**config.mk**
```make
export PLATFORM = sky130hd
export DESIGN_NAME = ordered_value_list_unit
export DESIGN_NICKNAME = d
export VERILOG_FILES = /design/src/hw/rtl/ovl_pkg.sv /design/src/hw/rtl/ovl_cell.sv /design/src/hw/rtl/ordered_value_list_unit.sv
export SDC_FILE = /design/constraint.sdc
export NUM_CORES = 1
export LEC_CHECK = 0
export BUFFER_PORTS_ARGS = -buffer_cell sky130_fd_sc_hd__buf_2
export CAP_MARGIN = 20
export CORE_AREA = 2 2 325 327
export CTS_CLUSTER_SIZE = 28
export DETAILED_ROUTE_END_ITERATION = 12
export DIE_AREA = 0 0 327 329
export HOLD_SLACK_MARGIN = 0.02
export PLACE_DENSITY_LB_ADDON = 0.05
export SETUP_SLACK_MARGIN = 0.4
export SYNTH_ARGS = -nofsm -noshare
export SYNTH_HDL_FRONTEND = slang
export SYNTH_SLANG_ARGS = --single-unit
```
**constraint.sdc**
```tcl
create_clock -name clk -period 8.3 [get_ports clk]
set_input_delay 2.49 -clock clk [delete_from_list [all_inputs] [get_ports clk]]
set_output_delay 2.49 -clock clk [all_outputs]
set_load 0.02 [all_outputs]
```
**src/hw/rtl/ovl_pkg.sv**
```systemverilog
// shared types and codes for the ordered value list
`timescale 1ns / 1ps
`default_nettype none

package ovl_pkg;

  localparam int VAL_W = 32;
  localparam int POS_W = 5;

  typedef enum logic [1:0] {
    REQ_INSERT = 2'd0,
    REQ_DELETE = 2'd1,
    REQ_SEARCH = 2'd2,
    REQ_NONE   = 2'd3
  } req_t;

  typedef enum logic [1:0] {
    ST_OK        = 2'd0,
    ST_EMPTY     = 2'd1,
    ST_NOT_FOUND = 2'd2,
    ST_FULL      = 2'd3
  } status_t;

  typedef struct packed {
    logic signed [VAL_W-1:0] key;
    logic                    shift;
    logic                    clear;
  } ovl_ctl_t;

endpackage

`default_nettype wire

```
**src/hw/rtl/ovl_cell.sv**
```systemverilog
// one list cell: stored value, compare against key, travelling scan token
`timescale 1ns / 1ps
`default_nettype none

module ovl_cell
  import ovl_pkg::*;
(
  input  wire logic                    clk,
  input  wire logic                    rst,
  input  wire ovl_ctl_t                ctl,
  input  wire logic                    wr,
  input  wire logic                    tok_in,
  input  wire logic signed [VAL_W-1:0] value_in,
  output logic signed [VAL_W-1:0]      value,
  output logic                         tok,
  output logic                         hit
);

  assign hit = tok && (value == ctl.key);

  always_ff @(posedge clk) begin
    if (rst) begin
      tok <= 1'b0;
    end else if (ctl.clear) begin
      tok <= 1'b0;
    end else begin
      tok <= tok_in;
    end
  end

  // write on insert, or take right neighbour's value while closing a gap
  always_ff @(posedge clk) begin
    if (wr) begin
      value <= ctl.key;
    end else if (ctl.shift && tok) begin
      value <= value_in;
    end
  end

endmodule

`default_nettype wire

```
**src/hw/rtl/ordered_value_list_unit.sv**
```systemverilog
// top level: ordered value list built as a row of cells with a scan token
// insert and empty/unused requests give their result in the cycle after start is accepted
// search/delete: a token walks one cell per cycle from the head, visiting up to count
// cells; delete continues to the tail to close the gap
// busy is high while a search or delete is in progress; results cannot be stalled
// synchronous reset empties the list; stored values need no clearing
`timescale 1ns / 1ps
`default_nettype none

module ordered_value_list_unit
  import ovl_pkg::*;
#(
  parameter int CAPACITY = 16
) (
  input  wire logic                    clk,
  input  wire logic                    rst,
  input  wire logic                    start,
  output logic                         busy,
  input  wire logic [1:0]              req_type,
  input  wire logic signed [VAL_W-1:0] item_value,
  output logic                         done,
  output logic [1:0]                   status,
  output logic [POS_W-1:0]             position
);

  localparam int CNT_W = $clog2(CAPACITY + 1);

  typedef enum logic [1:0] {
    IDLE,
    SCAN,
    SHIFT
  } state_t;

  state_t                  state;
  logic [CNT_W-1:0]        count;
  logic [CNT_W-1:0]        pos;
  logic                    is_delete;
  logic signed [VAL_W-1:0] key;
  logic                    launch;

  ovl_ctl_t                ctl;
  logic                    accept;
  logic                    found;
  logic                    last;
  logic                    next_last;
  logic                    clear;
  logic [31:0]             pos_plus1;

  logic signed [VAL_W-1:0] cell_value [CAPACITY];
  logic [CAPACITY-1:0]     cell_tok;
  logic [CAPACITY-1:0]     cell_hit;
  logic [CAPACITY-1:0]     cell_wr;

  assign busy      = (state != IDLE);
  assign accept    = start && !busy;
  assign found     = |cell_hit;
  assign pos_plus1 = 32'(pos) + 32'd1;
  assign last      = (pos_plus1 >= 32'(count));
  assign next_last = (pos_plus1 + 32'd1 >= 32'(count));
  assign launch    = accept && ((req_type == REQ_DELETE) || (req_type == REQ_SEARCH)) &&
                     (count != '0);

  always_comb begin
    clear = 1'b0;
    unique case (state)
      IDLE:    clear = 1'b0;
      SCAN:    clear = last || (found && (!is_delete || next_last));
      SHIFT:   clear = next_last;
      default: clear = 1'b1;
    endcase
  end

  assign ctl.key   = accept ? item_value : key;
  assign ctl.clear = clear;
  assign ctl.shift = (state == SHIFT) ||
                     ((state == SCAN) && found && is_delete && !last);

  genvar i;
  generate
    for (i = 0; i < CAPACITY; i++) begin : g_cell
      logic                    tin;
      logic signed [VAL_W-1:0] vin;

      assign cell_wr[i] = accept && (req_type == REQ_INSERT) &&
                          (count == CNT_W'(i));
      if (i == 0) begin : g_head
        assign tin = launch;
      end else begin : g_body
        assign tin = cell_tok[i-1];
      end
      if (i == CAPACITY - 1) begin : g_tail
        assign vin = cell_value[i];
      end else begin : g_mid
        assign vin = cell_value[i+1];
      end

      ovl_cell u_cell (
        .clk      (clk),
        .rst      (rst),
        .ctl      (ctl),
        .wr       (cell_wr[i] && (count != CNT_W'(CAPACITY))),
        .tok_in   (tin),
        .value_in (vin),
        .value    (cell_value[i]),
        .tok      (cell_tok[i]),
        .hit      (cell_hit[i])
      );
    end
  endgenerate

  // key register holds the request value for the scan; insert writes the key straight from the port
  always_ff @(posedge clk) begin
    if (accept) begin
      key <= item_value;
    end
  end

  always_ff @(posedge clk) begin
    if (rst) begin
      state     <= IDLE;
      count     <= '0;
      pos       <= '0;
      is_delete <= 1'b0;
      done      <= 1'b0;
      status    <= ST_OK;
      position  <= '0;
    end else begin
      done     <= 1'b0;
      position <= '0;
      unique case (state)
        IDLE: begin
          if (accept) begin
            unique case (req_type)
              REQ_INSERT: begin
                done <= 1'b1;
                if (count == CNT_W'(CAPACITY)) begin
                  status <= ST_FULL;
                end else begin
                  status <= ST_OK;
                  count  <= count + CNT_W'(1);
                end
              end
              REQ_DELETE, REQ_SEARCH: begin
                if (count == '0) begin
                  done   <= 1'b1;
                  status <= ST_EMPTY;
                end else begin
                  is_delete <= (req_type == REQ_DELETE);
                  pos       <= '0;
                  state     <= SCAN;
                end
              end
              default: begin
                done   <= 1'b1;
                status <= ST_OK;
              end
            endcase
          end
        end
        SCAN: begin
          priority if (found && !is_delete) begin
            done     <= 1'b1;
            status   <= ST_OK;
            position <= pos_plus1[POS_W-1:0];
            state    <= IDLE;
          end else if (found && (last || next_last)) begin
            done   <= 1'b1;
            status <= ST_OK;
            count  <= count - CNT_W'(1);
            state  <= IDLE;
          end else if (found) begin
            pos   <= pos + CNT_W'(1);
            state <= SHIFT;
          end else if (last) begin
            done   <= 1'b1;
            status <= ST_NOT_FOUND;
            state  <= IDLE;
          end else begin
            pos <= pos + CNT_W'(1);
          end
        end
        SHIFT: begin
          if (next_last) begin
            done   <= 1'b1;
            status <= ST_OK;
            count  <= count - CNT_W'(1);
            state  <= IDLE;
          end else begin
            pos <= pos + CNT_W'(1);
          end
        end
        default: begin
          state <= IDLE;
        end
      endcase
    end
  end

endmodule

`default_nettype wire
```
==> flow_metrics.tcl <==
set metrics [dict create \
    status "finished, final reports clean" \
    synth-seq-area-share 0.492 \
    die_h_um 329 \
    ir_worst_vdd_v 0.000193 \
    setup.worst_path.end "g_cell[14].u_cell.value[24]" \
    netlist_top_cells_count "edfxtp_1 (512), o21ai_0 (394), nand2_1 (390), xnor2_1 (359), a21oi_1 (252)" \
    max_stage_delay_ps 740 \
    yosysTopAreaCell "edfxtp_1" \
    synth_xor_area_frac 0.105 \
    register_area_um2 16800 \
    endpoint_kind "register" \
    synthTopCellsByArea "edfxtp_1 (45%), xnor2_1 (9.2%), o21ai_0 (5.8%)" \
    synth_top_family_by_area "simple AND/OR/NAND/NOR gates" \
    synthMuxAreaShare 0.000992 \
    crit_start "start" \
    arrival_ps 7860 \
    pwr_density_cell_nw_per_um2 292 \
    cellLeakagePower_uw 0.0138 \
    slew-limit-headroom 0.0787 \
    dieArea_um2 108000 \
    synth_edf_count 512 \
    fill_cells 10500 \
    synthAdderAreaFrac 0.00955 \
    dr.pass1.iters 8 \
    rows 119 \
    yosysWarningCount 0 \
    comb_power_share 0.397 \
    cts_hold_buf 0 \
    synth.most_common_cell "edfxtp_1" \
    antenna_found_initial 24 \
    crit_buf_inv 5 \
    hold_class "reg2reg" \
    layout_min_cycle_time_ps 7500 \
    grt_max_degree 70 \
    synth-main-ff-cell "edfxtp_1" \
    clockBufferDepth 3 \
    cts-buffers-inserted 75 \
    crit_fanout 69 \
    worst-setup-path-type "in2reg" \
    drive_gt1_frac 0.132 \
    htree_num_levels 3 \
    synth_fp_nets 3593 \
    start_kind "input pin" \
    critPathTopFamily "buffers and inverters" \
    via_per_inst 6.18 \
    hold_ws_ps 506 \
    place_inst 4894 \
    core_um2 104000 \
    worst-path-stages 15 \
    area_growth_pct 15.7 \
    clk_pin_slew_worst_paths_ps 60 \
    finalSetupViolations 0 \
    path_cells "buf_4, a21bo_2, and2_2, inv_2, xnor2_1, nand4b_1, nor4_1, a32o_1, a2111oi_0, buf_4, nand3_2, a31oi_4, buf_4, o21ai_4, buf_12" \
    synth_seq_cells 581 \
    finalMaxSlewViolations 0 \
    grt_usage 0.372 \
    synth_compound_area_frac 0.159 \
    drc 0 \
    reg2reg_slack_ps 1760 \
    grt_first_pass_wirelength_um 268000 \
    fmaxAchievable_ghz 0.133 \
    r2r_start "state[0]" \
    worstMarginPinSlew_ps 1370 \
    rsz0062_at_grt "false" \
    ff2ff_path_depth 17 \
    r2r-end "g_cell[14].u_cell.value[24]" \
    multiInputGateArea_um2 16000 \
    postCtsResizedCells 0 \
    setup-tns-final_ps 0 \
    pwr-share-seq 0.301 \
    yosys.area_share.simple 0.187 \
    power_frac_clock 0.302 \
    power_uw 11500 \
    async_flop_share 0 \
    crit_path_top_delay_cell "nor4_1" \
    switching_share 0.432 \
    fin_cells 5044 \
    final-hold-violation-count 0 \
    crit_required_ps 8660 \
    netlist_instances 3530 \
    fin_crit_sh 0.904 \
    synth_area_um2 34100 \
    clock_latency_ps 680 \
    cts_setup_buffers 0 \
    die_w_um 327 \
    grt_pass1_vias 29200 \
    p_switching_uw 4970 \
    first_iter_violations 4254 \
    avgRoutedWirePerCell_um 40.4 \
    yosysTopAreaCellShare 0.451 \
    finClkSkew_ps 37.3 \
    dpl.hpwl_um 156000 \
    nets 3645 \
    vias 31200 \
    cts_tree "done" \
    yosysUniqueCellTypes 95 \
    root_buffer "clkbuf_16" \
    ios 46 \
    cts_sinks 581 \
    crit_top_cell "buf_4" \
    synth.avg_cell_area_um2 9.65 \
    portBuffers 45 \
    maxCapViolCount 0 \
    floorplan.initialDensity 0.326 \
    min_from "status[0]" \
    wirelength_um 204000 \
    postRouteAntennaNets 0 \
    gp_congestion 1.03 \
    gr-total-overflow 0 \
    p_int_uw 6540 \
]
[worst min-delay path, delay by kind of cell, from the launching register on]
family             cells  cell delay, ps
DFF                    1             310
AOI/OAI and AO/OA      2             150
[flip-flops by register name (all words and copies together), names as in the netlist]
name / cells
done: 1
count: 5
pos: 5
state: 2
is_delete: 1
status: 2
g_cell.u_cell.value: 512
g_cell.u_cell.tok: 16
key: 32
position: 5
[area by class of cell]
cell class,count,area share
Sequential cell,581,0.425
Multi-Input combinational cell,2578,0.406
Clock buffer,87,0.0493
Timing Repair Buffer,224,0.0482
Tap cell,1391,0.0441
Clock inverter,49,0.0149
Inverter,122,0.0118
Antenna cell,12,0.000762
[stage by stage]
| stage | setup slack (ps) | util | cell area [µm²] |
|---|---|---|---|
| 2_1_floorplan | 521 | - | 34100 |
| 3_3_place_gp | 322 | 0.353 | 36800 |
| 3_5_place_dp | 423 | 0.353 | 36800 |
| 4_1_cts | 1130 | 0.377 | 39400 |
| 5_1_grt | 1030 | 0.377 | 39400 |
| 6_report | 798 | 0.378 | 39400 |
[cell families after synthesis]
family | count (synthesis)
adders and majority gates | 26
xor gates and xnor gates | 408
and+or+nand+nor | 1239
muxes | 3
DFF | 581
buffers and inverters | 371
AOI/OAI and AO/OA | 902
[power by group through the flow]
stage / logic [µW] / clock network (µW) / registers (µW)
final: 4570 / 3470 / 3470
after global routing: 4600 / 3600 / 3460
after CTS: 4420 / 3510 / 3460
after detailed placement: 4400 / 0 / 3520
after global placement: 4430 / 0 / 3520
after floorplan: 2240 / 0 / 3400
[layer usage]
metal / up-vias / part of all wire / global-route usage
li1: 13000 / - / -
met1: 15800 / 0.39 / 0.471
met2: 1877 / 0.45 / 0.586
met3: 461 / 0.079 / 0.0617
met4: 2 / 0.076 / 0.250
met5: - / 0.000064 / 0
[cell usage in the layout (no fill, tap or decap), types with 40 or more instances in the layout]
master and n:
nand2_1 384, nand3_1 116, nand2b_1 40, o21ai_0 389, dfxtp_1 69, clkbuf_16 76, inv_1 95, xnor2_1 359
nor2_1 196, a21oi_1 252, edfxtp_1 512, buf_4 152, xor2_1 49, and3_1 64, nor4_1 129, nand4_1 93
buf_2 45
[how the worst min path moves through the flow]
stage                           end  slack (ps)  cells after the start
2_1_floorplan             is_delete         460                      2
3_3_place_gp   g_cell[7].u_cell.tok         490                      2
3_5_place_dp               state[1]         500                      2
4_1_cts                    state[1]         520                      2
5_1_grt        g_cell[7].u_cell.tok         540                      2
6_report                  status[0]         510                      2
No activity file was read; power rests on OpenSTA's default activity.
